`src/hdl/vfbf_pkg.sv`:
```
// ----------------------------------------------------------------------------
// vfbf_pkg
// Shared types and constants for the frame bitrate feedback block.
// ----------------------------------------------------------------------------
package vfbf_pkg;

  localparam int RATE_W   = 20;
  localparam int BITS_W   = 24;
  localparam int GAIN_W   = 16;
  localparam int VAR_W    = 16;
  localparam int ERR_W    = 15;  // smoothed error kept offset by +1.0 (Q4.12 + 4096)
  localparam int MUL_A_W  = 20;
  localparam int MUL_B_W  = 31;
  localparam int MUL_P_W  = MUL_A_W + MUL_B_W;
  localparam int DIV_R_W  = 24;  // remainder / divisor width
  localparam int DIV_Q_W  = 20;  // quotient bits, also width of the shifted-in field
  localparam int DIV_C_W  = 5;   // step counter

  localparam int CFG_IDX_W  = 2;
  localparam int CFG_DATA_W = 20;

  localparam logic [CFG_IDX_W-1:0] CFG_READY    = 2'd0;
  localparam logic [CFG_IDX_W-1:0] CFG_MIN_RATE = 2'd1;
  localparam logic [CFG_IDX_W-1:0] CFG_MAX_RATE = 2'd2;
  localparam logic [CFG_IDX_W-1:0] CFG_VARIANCE = 2'd3;

  localparam logic [GAIN_W-1:0] GAIN_ONE = 16'd16384;
  localparam logic [GAIN_W-1:0] GAIN_LO  = 16'd8192;
  localparam logic [GAIN_W-1:0] GAIN_HI  = 16'd32768;
  localparam logic [ERR_W-1:0]  ERR_ZERO = 15'd4096;
  localparam logic [ERR_W-1:0]  ERR_MAX  = 15'd32767;
  localparam logic [RATE_W-1:0] RATE_MAX = 20'hFFFFF;
  localparam logic [31:0]       FACTOR_ONE = 32'h1000_0000;
  // ceil(2^22 / 5): x/10 = (x * RECIP_5) >> 23, x/20 = ((x >> 2) * RECIP_5) >> 22,
  // exact for dividends below 2^22
  localparam logic [MUL_A_W-1:0] RECIP_5 = 20'd838861;

  typedef struct packed {
    logic               start;
    logic [DIV_R_W-1:0] rem0;     // initial remainder, must be below divisor
    logic [DIV_Q_W-1:0] low;      // dividend bits shifted in, MSB first
    logic [DIV_C_W-1:0] steps;
    logic [DIV_R_W-1:0] divisor;
  } div_req_t;

  typedef struct packed {
    logic               busy;
    logic               done;
    logic               ovf;      // quotient would not fit in the step count
    logic [DIV_Q_W-1:0] quot;
  } div_rsp_t;

endpackage

```
`src/hdl/video_frame_bitrate_feedback.sv`:
```
// ----------------------------------------------------------------------------
// video_frame_bitrate_feedback
// Per-frame bitrate feedback: target requests and frame reports.
// ----------------------------------------------------------------------------
//  channel | direction | handshake             | payload
//  --------+-----------+-----------------------+-------------------------------
//  in      | in        | in_valid / in_stall   | cmd, base_rate_kbps,
//          |           |                       | used_bits, goal_bits
//  out     | out       | out_valid / out_stall | target_rate_kbps, ok, gain_now
//  cfg     | in        | cfg_valid / cfg_ready | cfg_index, cfg_data
//
//  A request makes three passes through the shared multiplier. A report runs
//  two serial divisions (15 and 20 quotient bits) and two reciprocal
//  multiplies for the divides by 10 and 20. A report with zero used bits
//  skips the second division and its multiply; failed requests and ignored
//  reports go straight to the output state.
//  in_stall is high while a transaction is in work; a finished result sits in
//  the output register, so the next input is taken while it waits.
//  No clearing pass after reset; config writes are taken every cycle.
// ----------------------------------------------------------------------------
module video_frame_bitrate_feedback
  import vfbf_pkg::*;
(
  input  logic                  clk,
  input  logic                  rst,
  input  logic                  in_valid,
  output logic                  in_stall,
  input  logic                  cmd,
  input  logic [RATE_W-1:0]     base_rate_kbps,
  input  logic [BITS_W-1:0]     used_bits,
  input  logic [BITS_W-1:0]     goal_bits,
  output logic                  out_valid,
  input  logic                  out_stall,
  output logic [RATE_W-1:0]     target_rate_kbps,
  output logic                  ok,
  output logic [GAIN_W-1:0]     gain_now,
  input  logic                  cfg_valid,
  output logic                  cfg_ready,
  input  logic [CFG_IDX_W-1:0]  cfg_index,
  input  logic [CFG_DATA_W-1:0] cfg_data
);

  localparam logic [3:0] S_IDLE   = 4'd0;
  localparam logic [3:0] S_REQ_A  = 4'd1;
  localparam logic [3:0] S_REQ_B  = 4'd2;
  localparam logic [3:0] S_REQ_C  = 4'd3;
  localparam logic [3:0] S_REQ_D  = 4'd4;
  localparam logic [3:0] S_REQ_E  = 4'd5;
  localparam logic [3:0] S_RPT_E  = 4'd6;
  localparam logic [3:0] S_RPT_EW = 4'd7;
  localparam logic [3:0] S_RPT_S  = 4'd8;
  localparam logic [3:0] S_RPT_SW = 4'd9;
  localparam logic [3:0] S_RPT_I  = 4'd10;
  localparam logic [3:0] S_RPT_IW = 4'd11;
  localparam logic [3:0] S_RPT_G  = 4'd12;
  localparam logic [3:0] S_RPT_GW = 4'd13;
  localparam logic [3:0] S_OUT    = 4'd14;

  logic [3:0]        state;

  // configuration
  logic              ready_cfg;
  logic [RATE_W-1:0] min_rate;
  logic [RATE_W-1:0] max_rate;
  logic [VAR_W-1:0]  var_gain;

  // loop state
  logic [GAIN_W-1:0] gain;
  logic [ERR_W-1:0]  err_ofs;   // smoothed error + 1.0

  // captured transaction
  logic [RATE_W-1:0] base_r;
  logic [BITS_W-1:0] act_r;
  logic [BITS_W-1:0] tgt_r;
  logic [RATE_W-1:0] t_r;
  logic [MUL_B_W-1:0] factor_r;
  logic [RATE_W-1:0] rate_r;

  logic [MUL_A_W-1:0] mul_a;
  logic [MUL_B_W-1:0] mul_b;
  logic [MUL_P_W-1:0] prod;
  div_req_t           div_req;
  div_rsp_t           div_rsp;

  logic               in_acc;
  logic               out_free;
  logic [RATE_W+1:0]  t_raw;
  logic [RATE_W-1:0]  t_hi;
  logic [RATE_W-1:0]  t_cl;
  logic [31:0]        factor_sum;
  logic [22:0]        r_raw;
  logic [RATE_W-1:0]  r_sat;
  logic [ERR_W-1:0]   err_plus;
  logic [18:0]        err_sum;
  logic [ERR_W-1:0]   err_q;
  logic [20:0]        gain_sum;
  logic [16:0]        g_q;
  logic [GAIN_W-1:0]  g_cl;

  vfbf_mul u_mul (
    .clk  (clk),
    .a    (mul_a),
    .b    (mul_b),
    .prod (prod)
  );

  vfbf_div u_div (
    .clk (clk),
    .rst (rst),
    .req (div_req),
    .rsp (div_rsp)
  );

  assign cfg_ready = 1'b1;
  assign in_stall  = (state != S_IDLE);
  assign in_acc    = in_valid && !in_stall;
  assign out_free  = !out_valid || !out_stall;

  // request datapath
  assign t_raw      = prod[RATE_W+15:14];
  assign t_hi       = (t_raw > {2'b00, max_rate}) ? max_rate : t_raw[RATE_W-1:0];
  assign t_cl       = (t_hi < min_rate) ? min_rate : t_hi;
  // 1.0 + variance * error, with error stored offset by +1.0
  assign factor_sum = FACTOR_ONE - {4'b0, var_gain, 12'b0} + {1'b0, prod[MUL_B_W-1:0]};
  assign r_raw      = prod[50:28];
  assign r_sat      = (|r_raw[22:20]) ? RATE_MAX : r_raw[RATE_W-1:0];

  // report datapath
  assign err_plus = div_rsp.ovf ? ERR_MAX : div_rsp.quot[ERR_W-1:0];
  assign err_sum  = {1'b0, err_ofs, 3'b000} + {4'b0, err_ofs} + {4'b0, err_plus};
  assign err_q    = prod[37:23];
  assign gain_sum = {1'b0, gain, 4'b0} + {4'b0, gain, 1'b0} + {5'b0, gain}
                  + {1'b0, div_rsp.quot};
  assign g_q      = prod[38:22];
  assign g_cl     = (g_q > {1'b0, GAIN_HI}) ? GAIN_HI :
                    (g_q < {1'b0, GAIN_LO}) ? GAIN_LO : g_q[GAIN_W-1:0];

  always_comb begin
    mul_a = '0;
    mul_b = '0;
    case (state)
      S_REQ_A: begin
        mul_a = base_r;
        mul_b = {15'b0, gain};
      end
      S_REQ_B: begin
        mul_a = {5'b0, err_ofs};
        mul_b = {15'b0, var_gain};
      end
      S_REQ_D: begin
        mul_a = t_r;
        mul_b = factor_r;
      end
      S_RPT_S: begin
        // (9 * err + e) / 10
        mul_a = RECIP_5;
        mul_b = {12'b0, err_sum};
      end
      S_RPT_G: begin
        // (19 * gain + inv) / 20
        mul_a = RECIP_5;
        mul_b = {12'b0, gain_sum[20:2]};
      end
      default: begin
      end
    endcase
  end

  always_comb begin
    div_req = '0;
    case (state)
      S_RPT_E: begin
        // (actual << 12) / target, 15 quotient bits
        div_req.start   = 1'b1;
        div_req.rem0    = {3'b0, act_r[BITS_W-1:3]};
        div_req.low     = {act_r[2:0], 17'b0};
        div_req.steps   = 5'd15;
        div_req.divisor = tgt_r;
      end
      S_RPT_I: begin
        // (target << 14) / actual, 20 quotient bits
        div_req.start   = 1'b1;
        div_req.rem0    = {6'b0, tgt_r[BITS_W-1:6]};
        div_req.low     = {tgt_r[5:0], 14'b0};
        div_req.steps   = 5'd20;
        div_req.divisor = act_r;
      end
      default: begin
      end
    endcase
  end

  always_ff @(posedge clk) begin
    if (rst) begin
      ready_cfg <= 1'b0;
      min_rate  <= '0;
      max_rate  <= RATE_MAX;
      var_gain  <= '0;
    end else if (cfg_valid && cfg_ready) begin
      unique case (cfg_index)
        CFG_READY:    ready_cfg <= cfg_data[0];
        CFG_MIN_RATE: min_rate  <= cfg_data;
        CFG_MAX_RATE: max_rate  <= cfg_data;
        CFG_VARIANCE: var_gain  <= cfg_data[VAR_W-1:0];
        default: begin
        end
      endcase
    end
  end

  always_ff @(posedge clk) begin
    if (rst) begin
      state     <= S_IDLE;
      gain      <= GAIN_ONE;
      err_ofs   <= ERR_ZERO;
    end else begin
      unique case (state)
        S_IDLE: begin
          if (in_acc) begin
            if (!ready_cfg) begin
              state <= S_OUT;
            end else if (!cmd) begin
              state <= S_REQ_A;
            end else if (goal_bits == '0) begin
              state <= S_OUT;
            end else begin
              state <= S_RPT_E;
            end
          end
        end
        S_REQ_A:  state <= S_REQ_B;
        S_REQ_B:  state <= S_REQ_C;
        S_REQ_C:  state <= S_REQ_D;
        S_REQ_D:  state <= S_REQ_E;
        S_REQ_E:  state <= S_OUT;
        S_RPT_E:  state <= S_RPT_EW;
        S_RPT_EW: begin
          if (div_rsp.done) begin
            state <= S_RPT_S;
          end
        end
        S_RPT_S:  state <= S_RPT_SW;
        S_RPT_SW: begin
          err_ofs <= err_q;
          if (act_r == '0) begin
            gain  <= GAIN_HI;
            state <= S_OUT;
          end else begin
            state <= S_RPT_I;
          end
        end
        S_RPT_I:  state <= S_RPT_IW;
        S_RPT_IW: begin
          if (div_rsp.done) begin
            state <= S_RPT_G;
          end
        end
        S_RPT_G: begin
          // inverse too large: gain saturates high
          if (div_rsp.ovf) begin
            gain  <= GAIN_HI;
            state <= S_OUT;
          end else begin
            state <= S_RPT_GW;
          end
        end
        S_RPT_GW: begin
          gain  <= g_cl;
          state <= S_OUT;
        end
        S_OUT: begin
          if (out_free) begin
            state <= S_IDLE;
          end
        end
        default: state <= S_IDLE;
      endcase
    end
  end

  always_ff @(posedge clk) begin
    if (rst) begin
      out_valid <= 1'b0;
    end else if (state == S_OUT && out_free) begin
      out_valid <= 1'b1;
    end else if (!out_stall) begin
      out_valid <= 1'b0;
    end
  end

  always_ff @(posedge clk) begin
    if (in_acc) begin
      base_r <= base_rate_kbps;
      act_r  <= used_bits;
      tgt_r  <= goal_bits;
      rate_r <= '0;
    end
    if (state == S_REQ_B) begin
      t_r <= t_cl;
    end
    if (state == S_REQ_C) begin
      factor_r <= factor_sum[MUL_B_W-1:0];
    end
    if (state == S_REQ_E) begin
      rate_r <= r_sat;
    end
    if (state == S_OUT && out_free) begin
      target_rate_kbps <= rate_r;
      ok               <= ready_cfg;
      gain_now         <= gain;
    end
  end

  a_gain_range: assert property (@(posedge clk) disable iff (rst)
    gain >= GAIN_LO && gain <= GAIN_HI)
    else $error("rate gain out of range");

  a_one_at_a_time: assert property (@(posedge clk) disable iff (rst)
    in_acc |=> in_stall)
    else $error("input taken while a transaction is in work");

  a_div_start_idle: assert property (@(posedge clk) disable iff (rst)
    div_req.start |-> !div_rsp.busy)
    else $error("divider started while busy");

  a_fail_zero: assert property (@(posedge clk) disable iff (rst)
    out_valid && !ok |-> target_rate_kbps == '0)
    else $error("failed transaction carries a nonzero rate");

endmodule

```
`src/hdl/vfbf_mul.sv`:
```
// ----------------------------------------------------------------------------
// vfbf_mul
// Shared unsigned multiplier, product registered.
// ----------------------------------------------------------------------------
module vfbf_mul
  import vfbf_pkg::*;
(
  input  logic               clk,
  input  logic [MUL_A_W-1:0] a,
  input  logic [MUL_B_W-1:0] b,
  output logic [MUL_P_W-1:0] prod
);

  always_ff @(posedge clk) begin
    prod <= MUL_P_W'(a) * MUL_P_W'(b);
  end

endmodule

```
`src/hdl/vfbf_div.sv`:
```
// ----------------------------------------------------------------------------
// vfbf_div
// Restoring serial divider, one quotient bit per cycle.
// ----------------------------------------------------------------------------
module vfbf_div
  import vfbf_pkg::*;
(
  input  logic     clk,
  input  logic     rst,
  input  div_req_t req,
  output div_rsp_t rsp
);

  logic [DIV_R_W-1:0] rem;
  logic [DIV_R_W-1:0] divr;
  logic [DIV_Q_W-1:0] low;
  logic [DIV_Q_W-1:0] quot;
  logic [DIV_C_W-1:0] cnt;
  logic               run;
  logic               done;
  logic               ovf;
  logic [DIV_R_W:0]   trial;

  assign trial = {rem, low[DIV_Q_W-1]} - {1'b0, divr};

  always_ff @(posedge clk) begin
    if (rst) begin
      run  <= 1'b0;
      done <= 1'b0;
      ovf  <= 1'b0;
    end else begin
      done <= 1'b0;
      if (req.start) begin
        // quotient needs more bits than requested: flag and skip the loop
        if (req.rem0 >= req.divisor) begin
          ovf  <= 1'b1;
          done <= 1'b1;
          run  <= 1'b0;
        end else begin
          ovf  <= 1'b0;
          run  <= 1'b1;
        end
      end else if (run) begin
        if (cnt == DIV_C_W'(1)) begin
          run  <= 1'b0;
          done <= 1'b1;
        end
      end
    end
  end

  always_ff @(posedge clk) begin
    if (req.start) begin
      rem  <= req.rem0;
      low  <= req.low;
      cnt  <= req.steps;
      divr <= req.divisor;
      quot <= '0;
    end else if (run) begin
      if (!trial[DIV_R_W]) begin
        rem <= trial[DIV_R_W-1:0];
      end else begin
        rem <= {rem[DIV_R_W-2:0], low[DIV_Q_W-1]};
      end
      quot <= {quot[DIV_Q_W-2:0], ~trial[DIV_R_W]};
      low  <= {low[DIV_Q_W-2:0], 1'b0};
      cnt  <= cnt - DIV_C_W'(1);
    end
  end

  assign rsp.busy = run;
  assign rsp.done = done;
  assign rsp.ovf  = ovf;
  assign rsp.quot = quot;

endmodule
```
`config.mk`:
```
export PLATFORM = sky130hd
export DESIGN_NAME = video_frame_bitrate_feedback
export DESIGN_NICKNAME = d
export VERILOG_FILES = /design/src/hdl/vfbf_pkg.sv /design/src/hdl/video_frame_bitrate_feedback.sv /design/src/hdl/vfbf_mul.sv /design/src/hdl/vfbf_div.sv
export SDC_FILE = /design/constraint.sdc
export NUM_CORES = 2
export LEC_CHECK = 0
export BUFFER_PORTS_ARGS = -buffer_cell sky130_fd_sc_hd__buf_4
export CAP_MARGIN = 20
export CORE_UTILIZATION = 25
export CTS_CLUSTER_DIAMETER = 100
export CTS_CLUSTER_SIZE = 12
export DETAILED_ROUTE_END_ITERATION = 10
export GPL_ROUTABILITY_DRIVEN = 0
export GPL_TIMING_DRIVEN = 0
export PLACE_DENSITY = 0.43
export SYNTH_ARGS = -nofsm -noshare
export SYNTH_HDL_FRONTEND = slang
export SYNTH_SLANG_ARGS = --single-unit
```
`constraint.sdc`:
```
create_clock -name clk -period 12.27 [get_ports clk]
set_input_delay 1.227 -clock clk [delete_from_list [all_inputs] [get_ports clk]]
set_output_delay 1.227 -clock clk [all_outputs]
set_load 0.01 [all_outputs]
```
# Word-level counts from Yosys, hierarchy flattened
# Cells that the tools add are included.
[totals]
ff_bits = 416
out_inout_bits = 40
[classes]
n_addsub = 9
mul = 1
order_cmp = 5
eq_ne = 25
muxes = 41
bitwise_logic = 1
reduce_logical = 23
[op_table]
columns = ["op", "n"]
rows = [
  ["$pmux 31 s5", 1],
  ["$pmux 74 s2", 1],
  ["$mux 20", 7],
  ["$pmux 20 s4", 1],
  ["$mux 24", 3],
  ["$mux 16", 4],
  ["$pmux 4 s14", 1],
  ["$mul 20x31->51", 1],
  ["$logic_not 24->1", 2],
  ["$pmux 16 s3", 1],
  ["$add 31x31->31", 1],
  ["$sub 29x28->30 const A", 1],
  ["$eq 4x4->1 const B", 7],
  ["$mux 4", 7],
  ["$sub 25x24->25", 1],
  ["$ge 24x24->1", 1],
  ["$gt 22x20->1", 1],
  ["$add 20x17->21", 1],
  ["$add 21x16->21", 1],
  ["$add 21x20->21", 1],
  ["$lt 20x20->1", 1],
  ["$add 18x15->19", 1],
  ["$add 19x15->19", 1],
  ["$gt 17x16->1 const B", 1],
  ["29 further kinds", 57],
]

# Logic depth before layout (Yosys ltp)
[depth]
depth_word = 6
ltp_mapped = 41
depth_no_buf = 40

# Modules after synthesis
# From an unflattened synthesis, not the netlist that was laid out.
[unflattened]
cells_unflattened = 4493
hier_area_um2 = 42889.9
[by_module_without_submodules]
columns = ["module", "instances", "cells_each", "area_each_um2", "seq_area_each_um2"]
rows = [
  ["vfbf_mul", 1, 2389, 21204.1, 1021.0],
  ["video_frame_bitrate_feedback", 1, 1562, 15902.8, 7146.9],
  ["vfbf_div", 1, 542, 5783.0, 2652.5],
]

# Least setup slack after synthesis
# No wires, ideal clock.
[synth_timing]
path_type = "flip-flop to flip-flop"
start = "register gain[2]"
end = "register u_mul.prod[49]"
setup_ns = 0.072
arrival_time_ns = 9.717
slack_ns = 2.481
path_stages_with_launch = 39
n_path_buf = 0
period_less_slack_ns = 9.789
cell_sequence = "dfxtp_1 inv_1 fa_1 inv_1 fa_1 ha_1 nor2b_1 o21ai_0 a21oi_1 o31a_1 a211oi_1 o21bai_1 a2111oi_0 o21a_1 o21a_1 o21ai_0 fa_1 inv_1 [... 3 more ...] inv_1 fa_1 fa_1 fa_1 inv_1 fa_1 inv_1 ha_1 a21o_1 a21o_1 a2111oi_0 o211ai_1 o21ai_1 a21oi_1 a2111oi_0 o41ai_1 a221oi_1 xnor2_1"
[synth_via]
elab_chain_len = 5
[synth_rtl]
columns = ["item", "line_no", "source"]
rows = [
  ["from (decl)", "video_frame_bitrate_feedback.sv:68", "logic [GAIN_W-1:0] gain;"],
  ["from (signal assigned)", "video_frame_bitrate_feedback.sv:268", "gain <= g_cl;"],
  ["$add 20x17->21", "video_frame_bitrate_feedback.sv:132", "assign gain_sum = {1'b0, gain, 4'b0} + {4'b0, gain, 1'b0} + {5'b0, gain}"],
  ["$add 21x16->21", "video_frame_bitrate_feedback.sv:132", ""],
  ["$add 21x20->21", "video_frame_bitrate_feedback.sv:133", "+ {1'b0, div_rsp.quot};"],
  ["$pmux 31 s5 (*)", "video_frame_bitrate_feedback.sv:141", "case (state)"],
  ["$mul 20x31->51 (*)", "vfbf_mul.sv:15", "prod <= MUL_P_W'(a) * MUL_P_W'(b);"],
  ["to (signal assigned)", "vfbf_mul.sv:15", ""],
  ["to (decl)", "vfbf_mul.sv:11", "output logic [MUL_P_W-1:0] prod"],
]
# Every way passes the cells marked *; elsewhere a longest branch is shown, timed or not.
# A chain may end at the register's enable or synchronous reset.

# Worst setup path after layout
[layout_timing]
start = "register gain[9]"
end = "register u_mul.prod[50]"
# The elaborated chain is that of the path after synthesis.

==> results.cfg <==
[outcome]
status = complete, no violations

[yosys]
netlist.area_leader.share = 0.275
synth_nets = 5369
avgSynthCellArea_um2 = 9.32
synth_area_um2 = 41000
synth_top_cell_by_area = fa_1
ys_ff_latch = 402
seq_area_frac_synth = 0.254
ys_top_cells_by_area = fa_1 (27%), edfxtp_1 (17%), ha_1 (9.4%)
ys_async_sr_fraction = 0
ys.flop_type = edfxtp_1
yosys_warnings = 0
synth_edf_count = 235
yosysUniqueCellTypes = 73
synth_cells = 4402

[setup_path]
timing_worst_setup_path_type = flop to flop
cp-start-kind = flop
cp.required_ps = 12720
crit_slowest_cell = buf_1
r2r_start = gain[9]
crit_fanout = 10
rr_endpoint = u_mul.prod[50]
reg2regPathDepth = 38
rrSetupSlack_ps = 320
critPathMaxStageDelay_ps = 770
end_kind = flop
cp_common_cell = fa_1
arrival_ps = 12400

[placement]
portBuffers = 134
dp_hpwl_um = 125000
dpl-instance-area_um2 = 45000

[layout]
mostFrequentLayoutCells = inv_1 (780), nand2_1 (665), fa_1 (563), nor2_1 (335), ha_1 (308)
drive_gt1_frac = 0.0619
final_area_um2 = 46300
layout_commonest_cell = inv_1
fin_nets = 5557
seqCellArea_um2 = 10400
syn2layout_area_growth_pct = 12.9
n_fill_cell = 17500
multi_input_area_um2 = 27000

[sta]
finalCritPeriodShare = 0.974
max_slew.worst_pin.slew_ps = 1260
fmax_mhz = 83.7
drv_slew = 0
period_needed_ps = 11950
whs_ps = 408
clock_skew_ps = 47.0
slew_headroom = 0.160
hold_violations = 0
setup_viol = 0

[routing]
antenna_left = 0
totalWireLength_um = 152000
viasPerCell = 4.68
vias = 31800
drc = 0
wire_per_inst_um = 22.3
drtIter0Drc = 2398
first_pass_iters = 5

[global_route]
grt_usage = 0.185
grt_max_degree = 41
antenna_found_initial = 6
grt_pass1_vias = 32700
grt_overflow_total = 0
grt_pass1_wl_um = 223000

[power]
ir_drop_uv = 157
leakagePower_nw = 21.0
power_density_nw_per_um2 = 219

[die]
row_count = 148
initial_core_util = 0.252
pin_count = 136
dieArea_um2 = 166000
die_h_um = 407
core_um2 = 163000
dieWidth_um = 407

[clocking]
tritoncts = done
clock_latency_ps = 610
cts_root_buf = clkbuf_16
htree_levels = 2
cts_buffers = 40
clock_path_buffers = 3
path_clk_slew_ps = 80
cts_sinks = 402
holdBufCountCts = 0
cts_setup_buffers = 0

[run]
cap_violations = 0

[worst_hold_path]
hold_start = u_mul.prod[0]
min_to = factor_r[0]
hp-class = flop to flop
holdPathStages = 0
-- worst max-delay path by stage --
stage	from	end	slack, ps	depth (start not counted)
floorplan	gain[2]	u_mul.prod[49]	2480	38
global placement	gain[2]	u_mul.prod[49]	-800	36
detailed placement	gain[2]	u_mul.prod[49]	-630	38
CTS	u_div.ovf	u_mul.prod[47]	120	38
global route	gain[9]	u_mul.prod[50]	-10	38
finish	gain[9]	u_mul.prod[50]	320	38
-- Yosys cell counts, types with 5 or more instances --
cell type    n
nand2b_1    21
buf_1       12
clkbuf_1   177
and4_1      12
or3_1        8
a21oi_1    183
ha_1       308
o211ai_1    31
a21o_1      74
o31a_1       5
mux2_2      21
a22oi_1     58
a221o_1     13
nand4_1     35
a211o_1      7
and3_1      24
a311o_1     13
a22o_1      29
o21ai_0     91
a221oi_1    10
a31oi_1     14
a41oi_1      6
a2111oi_0    5
edfxtp_1   235
mux2i_1     32
xor2_1      36
o21bai_1    24
or2_2       11
a211oi_1    16
nor4_1      25
o21a_1      40
nor2b_1     26
xnor2_1     86
o31ai_1      5
nor3_1      39
dfxtp_1    167
nand2_1    666
and2_1      69
inv_1      780
fa_1       563
nand3_1     26
nor2_1     336
-- through the flow --
stage,instances,setup WS [ps],util,setup TNS [ps],power (W)
4_1_cts,6798,121,0.284,0,0.0102
2_1_floorplan,4402,2480,-,0,0.00631
5_1_grt,6797,-10.2,0.284,-10.2,0.0109
3_3_place_gp,6711,-801,0.275,-7520,0.00885
3_5_place_dp,6725,-627,0.276,-4080,0.00887
6_report,6798,324,0.284,0,0.0101
-- cells by family after synthesis --
logic type	count (synthesis)	synth area share
AO/OA/AOI/OAI	664	0.109
XOR/XNOR	122	0.0261
adder cells (fa/ha/maj)	871	0.369
buffers and inverters	977	0.0906
flip-flops	402	0.254
multiplexers	53	0.0136
other	1	0.0000914
AND/OR/NAND/NOR	1312	0.138
-- critical path: cells and delay by family (launching register included) --
kind                     cells  cell delay, ps
adder cells (fa/ha/maj)     11            5230
AO/OA/AOI/OAI               10            2640
AND/OR/NAND/NOR              7            1710
buffers and inverters        8            1270
flip-flops                   1             550
XOR/XNOR                     2             370
-- registers in the layout, summed over array words and instances, names as in the netlist, 5 cells and up --
register / count
base_r: 20
u_div.low: 6
var_gain: 16
u_div.quot: 20
act_r: 24
u_mul.prod: 51
u_div.divr: 24
target_rate_kbps: 20
rate_r: 20
err_ofs: 15
gain: 16
tgt_r: 24
u_div.cnt: 5
u_div.rem: 24
factor_r: 31
gain_now: 16
min_rate: 20
max_rate: 20
t_r: 20
-- timing repair --
item / in CTS / in global routing
pin swaps: 0 / 0
gates cloned: 0 / 0
setup endpoints to repair: 16 / 12
gates resized for setup: 20 / 33
-- layer usage --
layer	GRT usage	vias to the layer above	share of wire
met2	0.308	892	0.47
met4	0.0417	0	0.024
met1	0.252	16200	0.45
li1	-	14600	-
met3	0.0246	147	0.057
met5	0	-	0
-- area by class of cell --
class                           count  area share
Inverter                          780      0.0633
Clock inverter                      4     0.00122
Tap cell                         2175      0.0588
Clock buffer                       70      0.0250
Timing Repair Buffer              148      0.0254
Buffer                            195      0.0175
Multi-Input combinational cell   3023       0.584
Antenna cell                        1   0.0000541
Sequential cell                   402       0.225
-- power breakdown --
part | switching [W] | internal, W
combinational | 0.00447 | 0.00230
clock | 0.000566 | 0.000646
sequential | 0.000278 | 0.00187
Note: power is estimated with default switching activity, not from simulation.
